===== config.mk =====
export PLATFORM = sky130hd
export DESIGN_NAME = indexed_double_ended_queue_core_flat
export DESIGN_NICKNAME = d
export VERILOG_FILES = /design/src/sv/idq_pkg.sv /design/src/sv/idq_if.sv /design/src/sv/idq_decode.sv /design/src/sv/indexed_double_ended_queue_core.sv /design/src/flat_wrapper.sv
export SDC_FILE = /design/constraint.sdc
export NUM_CORES = 1
export LEC_CHECK = 0
export BUFFER_PORTS_ARGS = -buffer_cell sky130_fd_sc_hd__buf_2
export CAP_MARGIN = 30
export CORE_UTILIZATION = 61
export DETAILED_ROUTE_END_ITERATION = 8
export PLACE_DENSITY = 0.79
export SLEW_MARGIN = 20
export SYNTH_ARGS = -nofsm -noshare
export SYNTH_HDL_FRONTEND = slang
export SYNTH_SLANG_ARGS = --single-unit

===== constraint.sdc =====
create_clock -name clk -period 4 [get_ports clk]
set_input_delay 0.2 -clock clk [delete_from_list [all_inputs] [get_ports clk]]
set_output_delay 0.2 -clock clk [all_outputs]
set_load 0.01 [all_outputs]

===== src/sv/idq_pkg.sv =====
package idq_pkg;

  // Storage geometry.
  localparam int DEPTH      = 16;
  localparam int DATA_WIDTH = 32;

  localparam int PTR_W = (DEPTH > 1) ? $clog2(DEPTH) : 1;
  localparam int CNT_W = $clog2(DEPTH + 1);

  // Fixed field widths of the channels.
  localparam int FUNC_W   = 3;
  localparam int WORD_W   = 32;
  localparam int INDEX_W  = 4;
  localparam int COUNT_W  = 5;
  localparam int STATUS_W = 2;

  typedef logic [PTR_W-1:0]      ptr_t;
  typedef logic [CNT_W-1:0]      cnt_t;
  typedef logic [DATA_WIDTH-1:0] data_t;
  typedef logic [FUNC_W-1:0]     func_t;
  typedef logic [WORD_W-1:0]     word_t;
  typedef logic [INDEX_W-1:0]    index_t;
  typedef logic [COUNT_W-1:0]    count_t;
  typedef logic [STATUS_W-1:0]   status_t;

  // Operation codes.
  localparam func_t OP_INS_REAR  = 3'd0;
  localparam func_t OP_INS_FRONT = 3'd1;
  localparam func_t OP_REM_FRONT = 3'd2;
  localparam func_t OP_REM_REAR  = 3'd3;
  localparam func_t OP_READ      = 3'd4;

  // Status codes.
  localparam status_t ST_OK    = 2'd0;
  localparam status_t ST_FULL  = 2'd1;
  localparam status_t ST_EMPTY = 2'd2;
  localparam status_t ST_RANGE = 2'd3;

  // Decoded control for one operation.
  typedef struct packed {
    logic    wr_en;
    ptr_t    wr_addr;
    logic    rd_en;
    ptr_t    rd_addr;
    ptr_t    head_next;
    cnt_t    held_next;
    status_t status;
  } ctl_t;

endpackage


===== src/sv/idq_if.sv =====
interface idq_req_if
  import idq_pkg::*;
();
  logic   valid;
  logic   ready;
  func_t  func;
  word_t  value;
  index_t index;

  modport source (output valid, output func, output value, output index, input ready);
  modport sink   (input valid, input func, input value, input index, output ready);
endinterface

interface idq_rsp_if
  import idq_pkg::*;
();
  logic    valid;
  logic    ready;
  word_t   read_data;
  count_t  count;
  logic    is_empty;
  status_t status;

  modport source (output valid, output read_data, output count, output is_empty,
                  output status, input ready);
  modport sink   (input valid, input read_data, input count, input is_empty,
                  input status, output ready);
endinterface


===== src/sv/idq_decode.sv =====
module idq_decode
  import idq_pkg::*;
(
  input  func_t  func,
  input  index_t index,
  input  ptr_t   head,
  input  cnt_t   held,
  output ctl_t   ctl
);

  localparam int CMP_W = (CNT_W > INDEX_W) ? CNT_W : INDEX_W;

  // Ring addition; base is below DEPTH and off at most DEPTH, so one
  // conditional subtraction wraps it.
  function automatic ptr_t ring_add(ptr_t base, cnt_t off);
    logic [CNT_W:0] s;
    s = (CNT_W + 1)'(base) + (CNT_W + 1)'(off);
    if (s >= (CNT_W + 1)'(DEPTH)) begin
      s = s - (CNT_W + 1)'(DEPTH);
    end
    return s[PTR_W-1:0];
  endfunction

  logic full;
  logic empty;
  logic out_of_range;
  ptr_t head_dec;

  assign full         = (held == cnt_t'(DEPTH));
  assign empty        = (held == '0);
  assign out_of_range = (CMP_W'(index) >= CMP_W'(held));
  assign head_dec     = ring_add(head, cnt_t'(DEPTH - 1));

  always_comb begin
    ctl.wr_en     = 1'b0;
    ctl.wr_addr   = ring_add(head, held);
    ctl.rd_en     = 1'b0;
    ctl.rd_addr   = ring_add(head, cnt_t'(index));
    ctl.head_next = head;
    ctl.held_next = held;
    ctl.status    = ST_OK;
    unique case (func)
      OP_INS_REAR: begin
        if (full) begin
          ctl.status = ST_FULL;
        end else begin
          ctl.wr_en     = 1'b1;
          ctl.held_next = held + cnt_t'(1);
        end
      end
      OP_INS_FRONT: begin
        if (full) begin
          ctl.status = ST_FULL;
        end else begin
          ctl.wr_en     = 1'b1;
          ctl.wr_addr   = head_dec;
          ctl.head_next = head_dec;
          ctl.held_next = held + cnt_t'(1);
        end
      end
      OP_REM_FRONT: begin
        if (empty) begin
          ctl.status = ST_EMPTY;
        end else begin
          ctl.head_next = ring_add(head, cnt_t'(1));
          ctl.held_next = held - cnt_t'(1);
        end
      end
      OP_REM_REAR: begin
        if (empty) begin
          ctl.status = ST_EMPTY;
        end else begin
          ctl.held_next = held - cnt_t'(1);
        end
      end
      OP_READ: begin
        if (out_of_range) begin
          ctl.status = ST_RANGE;
        end else begin
          ctl.rd_en = 1'b1;
        end
      end
      default: begin
      end
    endcase
  end

endmodule


===== src/sv/indexed_double_ended_queue_core.sv =====
// Double-ended queue of DEPTH words held in a ring buffer in one synchronous
// memory. Each request item carries one operation (insert at rear, insert at
// front, remove front, remove rear, or read at a logical index from the
// front) and produces exactly one response item with the word read (zero
// unless a successful read), the element count after the operation, an empty
// flag and a status code. For inserts and removes the ring pointers update
// and the memory write happen at the accept edge, where the response is
// registered too. For a successful read the memory read port registers the
// word at the accept edge and the response register takes it from S_READ
// with the valid. Refused inserts (full), removes from an empty list and
// out-of-range reads leave the contents untouched. The response sits in an
// output register, so a new item is taken in the cycle the pending response
// is taken, except while a read is in S_READ. Memory entries have no reset;
// only entries inside the held range are ever read.
module indexed_double_ended_queue_core
  import idq_pkg::*;
(
  input  logic      clk,
  input  logic      rst,
  idq_req_if.sink   req,
  idq_rsp_if.source rsp
);

  localparam logic S_IDLE = 1'b0;
  localparam logic S_READ = 1'b1;

  logic  state;
  ptr_t  head;
  cnt_t  held;
  ctl_t  ctl;
  logic  accept;

  data_t mem [DEPTH];
  data_t rdata;

  logic    rsp_valid;
  word_t   rsp_data;
  count_t  rsp_count;
  logic    rsp_empty;
  status_t rsp_status;

  idq_decode u_decode (
    .func  (req.func),
    .index (req.index),
    .head  (head),
    .held  (held),
    .ctl   (ctl)
  );

  // An item is taken only out of reset, when idle and the response slot is
  // free or being emptied at this edge.
  assign req.ready = !rst && (state == S_IDLE) && (!rsp_valid || rsp.ready);
  assign accept    = req.valid && req.ready;

  // Ring storage: one write port, one registered read port.
  always_ff @(posedge clk) begin
    if (accept && ctl.wr_en) begin
      mem[ctl.wr_addr] <= data_t'(req.value);
    end
    if (accept && ctl.rd_en) begin
      rdata <= mem[ctl.rd_addr];
    end
  end

  // Pointer, count and sequencing state.
  always_ff @(posedge clk) begin
    if (rst) begin
      state <= S_IDLE;
      head  <= '0;
      held  <= '0;
    end else begin
      unique case (state)
        S_IDLE: begin
          if (accept) begin
            head <= ctl.head_next;
            held <= ctl.held_next;
            if (ctl.rd_en) begin
              state <= S_READ;
            end
          end
        end
        S_READ: begin
          state <= S_IDLE;
        end
        default: begin
          state <= S_IDLE;
        end
      endcase
    end
  end

  // Response register. For a read the count, flag and status are captured
  // at accept and the word lands with the valid in the following cycle, from S_READ.
  always_ff @(posedge clk) begin
    if (rst) begin
      rsp_valid <= 1'b0;
    end else if (accept && !ctl.rd_en) begin
      rsp_valid <= 1'b1;
    end else if (state == S_READ) begin
      rsp_valid <= 1'b1;
    end else if (rsp.ready) begin
      rsp_valid <= 1'b0;
    end
  end

  always_ff @(posedge clk) begin
    if (accept) begin
      rsp_data   <= '0;
      rsp_count  <= count_t'(ctl.held_next);
      rsp_empty  <= (ctl.held_next == '0);
      rsp_status <= ctl.status;
    end else if (state == S_READ) begin
      rsp_data <= word_t'(rdata);
    end
  end

  assign rsp.valid     = rsp_valid;
  assign rsp.read_data = rsp_data;
  assign rsp.count     = rsp_count;
  assign rsp.is_empty  = rsp_empty;
  assign rsp.status    = rsp_status;

endmodule

===== src/flat_wrapper.sv =====
// flat-port wrapper written by rule: the top's interface ports become plain ports
module indexed_double_ended_queue_core_flat import idq_pkg::*;
  (clk, rst, req_valid, req_func, req_value, req_index, req_ready, rsp_valid, rsp_read_data, rsp_count, rsp_is_empty, rsp_status, rsp_ready);
  idq_req_if req_i ();
  idq_rsp_if rsp_i ();
  input  logic clk;
  input  logic rst;
  input wire logic [$bits(req_i.valid)-1:0] req_valid;
  input wire logic [$bits(req_i.func)-1:0] req_func;
  input wire logic [$bits(req_i.value)-1:0] req_value;
  input wire logic [$bits(req_i.index)-1:0] req_index;
  output wire logic [$bits(req_i.ready)-1:0] req_ready;
  output wire logic [$bits(rsp_i.valid)-1:0] rsp_valid;
  output wire logic [$bits(rsp_i.read_data)-1:0] rsp_read_data;
  output wire logic [$bits(rsp_i.count)-1:0] rsp_count;
  output wire logic [$bits(rsp_i.is_empty)-1:0] rsp_is_empty;
  output wire logic [$bits(rsp_i.status)-1:0] rsp_status;
  input wire logic [$bits(rsp_i.ready)-1:0] rsp_ready;
  assign req_i.valid = req_valid;
  assign req_i.func = req_func;
  assign req_i.value = req_value;
  assign req_i.index = req_index;
  assign req_ready = req_i.ready;
  assign rsp_valid = rsp_i.valid;
  assign rsp_read_data = rsp_i.read_data;
  assign rsp_count = rsp_i.count;
  assign rsp_is_empty = rsp_i.is_empty;
  assign rsp_status = rsp_i.status;
  assign rsp_i.ready = rsp_ready;
  indexed_double_ended_queue_core u_core (.clk(clk), .rst(rst), .req(req_i), .rsp(rsp_i));
endmodule

After elaboration in Yosys (flattened, before gate mapping). Memories as Yosys holds them, arrays and structs flattened. A register that Yosys moved wholly into a read port is not among the register bits. Index checks and enable logic that the tools add are counted.

Flip-flop bits (word level): 51. Bits in latches: 0. RAM bits: 512. Bits in read-only memories: 0. Output and inout port bits: 42. Logic and storage cells: 79. Memories: 1.

Memories: u_core.mem (depth 16, bits a word 32, rd ports 1, clocked after Yosys merged registers in 1, write ports 1, line indexed_double_ended_queue_core.sv:33) `data_t mem [DEPTH];`.

Add/subtract/negate cells: 10. Multiply operators: 0. Divide/modulo/power cells: 0. Order comparisons: 5. Equality and inequality tests: 7. Shift-type cells: 0. Mux-type cells: 28. Bitwise operators: 1. Reduce and logical (&&, ||, !) cells: 19.

Operators with widths (count): $mux W4 (5); $pmux W5 S4 (1); $mux W9 (2); $sub A4 B1 Y4 const B (4); $ge A5 B5 Y1 const B (3); $mux W5 (3); $mux W1 (11); $logic_not A5 Y1 (2); $pmux W4 S2 (1); $add A4 B5 Y6 (1); $eq A3 B2 Y1 const B (2); $ge A6 B5 Y1 const B (1); $logic_and A1 B1 Y1 (6); $pmux W2 S3 (1); $add A4 B1 Y5 const B (1); $add A4 B4 Y5 (1); $add A4 B4 Y5 const B (1); $add A5 B1 Y5 const B (1); $eq A5 B5 Y1 const B (1); $ge A4 B5 Y1 (1); $reduce_and A5 Y1 (1); $sub A5 B1 Y5 const B (1); $mux W2 (2); $ne A2 B2 Y1 const B (2); other kinds (11) (15).

Logic depth before layout (Yosys ltp).
Word-level depth: 8. Gate-level depth with buffers: 9. Gate-level depth less buffers: 7.

Cells and area by module. From an unflattened synthesis, not the netlist that was laid out.

Cell total of the unflattened synthesis: 1102. Area total of the unflattened synthesis: 22818.1 µm².

By module, submodules not included: indexed_double_ended_queue_core (instances 1, cells an instance 993, area an instance 22003.6 µm², seq. area each 17436.7 µm²); idq_decode (instances 1, cells an instance 109, area an instance 814.5 µm², seq. area each 0.0 µm²).

Least setup slack after synthesis. OpenSTA, ideal clock, no wires.

Kind: reg2reg. Start: register u_core.held[1]. End: memory u_core.mem[13][0] in the netlist's numbering (enable). Library setup time: 421 ps. Arrival: 2935 ps. Required time: 3579 ps. Slack: 644 ps. Stages on the path, launching flop included: 9. Path buffers: 1. Clock period less this slack: 3356 ps. Cell sequence: dfxtp_1 inv_1 ha_1 nand4bb_1 buf_2 nand3_1 nor3_1 a31oi_1 nor2_1.

Cells in the longest elaborated chain, start to end: 6. Elaborated cells between the ends (all ways): 12.

RTL lines: start: declaration (line indexed_double_ended_queue_core.sv:29) `cnt_t held;`; start signal: assignment (line indexed_double_ended_queue_core.sv:76) `held <= ctl.held_next;`; branches (longest 6 deep; another with $add A4 B5 Y6); end: declaration (line indexed_double_ended_queue_core.sv:33).

Parallel ways; which one is timed is not known.

Worst setup path after layout.
Start: register u_core.held[1]. End: memory u_core.mem[11][18] in the netlist's numbering (enable).

The elaborated chain is that of the path after synthesis.

==> out/qor.yml <==
worstPathRequired_ns: 4.27
powerDensity_mw_per_mm2: 494
fin_cells: 1910
ir_drop_uv: 349
grt_pass1_vias: 12600
hold_path_class: "primary input to flop"
arrival_ns: 3.71
syn_area_per_cell_um2: 19.5
cp_slowest_cell: "nor2_4"
criticalPathCategory: "flop to flop"
drive_gt1_share_pct: 27.8
slew_violations: 0
cap_violations: 0
routed_via_density: 6.36
cts_htree_levels: 2
cp_slowest_stage_delay_ns: 0.63
synth-async-reset-ratio_pct: 0
yosysTopAreaCell: "edfxtp_1"
cts_buffer_depth: 3
finClkSkew_ns: 0.0170
start_util_pct: 62.6
cts-root-buf: "clkbuf_16"
io_pins: 85
grt_pass1_wl_um: 77100
min_period_ns: 3.44
finalHoldViolCount: 0
crit_path_end_kind: "flop"
synth_area_mm2: 0.0231
ys_top_cells_by_area: "edfxtp_1 (72%), mux4_2 (12%), dfxtp_1 (3.7%)"
placedCellCount: 1768
cts_buffers: 57
core_mm2: 0.0370
period_share_pct: 85.9
firstDrtPassIters: 5
die_x_um: 197
status: "finished, final reports clean"
die_h_um: 197
seq_area_frac_synth_pct: 75.4
ys_ff_latch: 595
p_leak_nw: 8.87
tightest_slew_ns: 0.950
grt_antenna_before_repair: 0
rsz0062_at_grt: "false"
cts_resized: 0
final_nets: 1418
fmax_mhz: 291
synth_edf_count: 552
clkTransAtPathRegs_ns: 0.06
cts_tree: "built"
startpoint_type: "flop"
track_usage_pct: 27.6
synthTopCellsByCount: "edfxtp_1 (552), mux4_2 (128), nand2_1 (75)"
area_delta_synth_final_pct: 16.0
grt_max_degree: 65
dieArea_mm2: 0.0387
synth_most_common_cell: "edfxtp_1"
syn_inst: 1187
num_rows: 70
routed_wl_um: 51000
tns_ns: 0
clk_latency_ns: 0.61
gp_congestion: 0.876
vias: 12200
worst-path-buf-inv: 2
drtIter0Drc: 1197
crit_family: "simple AND/OR/NAND/NOR gates"
drtAntennaViolNets: 0
setup-violations-final: 0
diodes: 0
drc: 0
relSlewSlack_pct: 36.7
io_buffers: 84
ys.flop_type: "edfxtp_1"
crit_fanout: 17
cts.sinks: 595
path_cells: "inv_1 -> ha_1 -> nand4bb_1 -> nand3_1 -> a31oi_1 -> nor2_4 -> buf_4"
ys_types: 61
wire_per_inst_um: 26.7
synth_fp_nets: 1246
yosysWarnings: 0
synth_top_area_share_pct: 71.7
grt-ovfl-total: 0
hpwlAfterDp_um: 26700
[worst min-delay path, cell delays in order]
cell     delay, ns
buf_2         0.11
ha_1          0.15
a21oi_1       0.06
o22ai_1       0.13
[what timing repair did]
| item | in CTS | in global routing |
|---|---|---|
| setup buffers | 0 | 0 |
| hold buffers | 36 | 0 |
| hold endpoints to repair | 520 | 0 |
[cell usage in the layout, fill, tap and decap left out, types with 36 or more instances in the layout]
| master | count |
|---|---|
| mux4_2 | 128 |
| edfxtp_1 | 552 |
| dlygate4sd3_1 | 36 |
| clkbuf_16 | 59 |
| a31oi_1 | 36 |
| nor2_1 | 50 |
| buf_2 | 84 |
| buf_4 | 46 |
| dfxtp_1 | 42 |
| nand2_1 | 75 |
[per-stage QoR]
stage                     total power, mW  area (µm²)  util [%]  hold slack [ns]  setup WS, ns
after floorplan                      7.62       23100         -            0.299         0.644
after global placement               7.94       24600      66.6            0.462         0.701
after detailed placement             7.98       24600      66.6            0.476         0.596
after CTS                            13.3       26800      72.6            0.158         0.598
after global routing                 13.6       26800      72.6            0.209         0.381
final                                13.3       26800      72.6            0.188         0.563
[routing by layer]
metal | part of all wire (%) | global-route usage, %
met5 | 0 | 0
met3 | 7.4 | 3.99
met4 | 2.6 | 10.3
met1 | 39 | 37.3
met2 | 51 | 46.4
[sequential cells by signal (all words and copies together) (netlist names)]
name / flops
u_core.held: 5
u_core.state: 1
u_core.rsp.read_data: 32
u_core.rsp.status: 2
u_core.head: 4
u_core.rsp.count: 5
u_core.mem: 512
u_core.rsp.valid: 1
u_core.rdata: 32
u_core.rsp.is_empty: 1
[logic make-up after synthesis]
family	count (synthesis)	share of synthesized area [%]
AO/OA/AOI/OAI	108	3.32
flip-flops	595	75.4
adder cells (fa/ha/maj)	16	0.931
buffers and inverters	81	1.57
XOR/XNOR	11	0.417
AND/OR/NAND/NOR	212	4.31
multiplexers	164	14.0
[path summary, 6_finish.rpt]
path | from | to | slack, ns | depth (start not counted)
worst max register to register | u_core.held[1]$_SDFFE_PP0P_ | u_core.mem[11][18]$_DFFE_PP_ | 0.56 | 7
worst min-delay path | req_index[3] | u_core.rsp.status[1]$_DFFE_PP_ | 0.19 | 4
worst min register to register | u_core.rdata[29]$_DFFE_PP_ | u_core.rsp.read_data[29]$_SDFFE_PP0P_ | 0.48 | 2
worst max-delay path | u_core.held[1]$_SDFFE_PP0P_ | u_core.mem[11][18]$_DFFE_PP_ | 0.56 | 7
[power breakdown]
group	internal [mW]	total, mW	switching (mW)	leakage [nW]
Clock	3.10	5.37	2.27	0.922
Sequential	6.85	6.87	0.0209	5.31
Combinational	0.436	1.02	0.581	2.63
Total	10.4	13.3	2.87	8.87
[cell type report]
class                           count  area, µm²
Tap cell                          504        631
Fill cell                        2178      10100
Inverter                           18       67.6
Multi-Input combinational cell    511       5500
Sequential cell                   595      17400
Clock buffer                       69       1520
Timing Repair Buffer              176       1330
Clock inverter                     37        349
(Power assumes the default switching activity.)
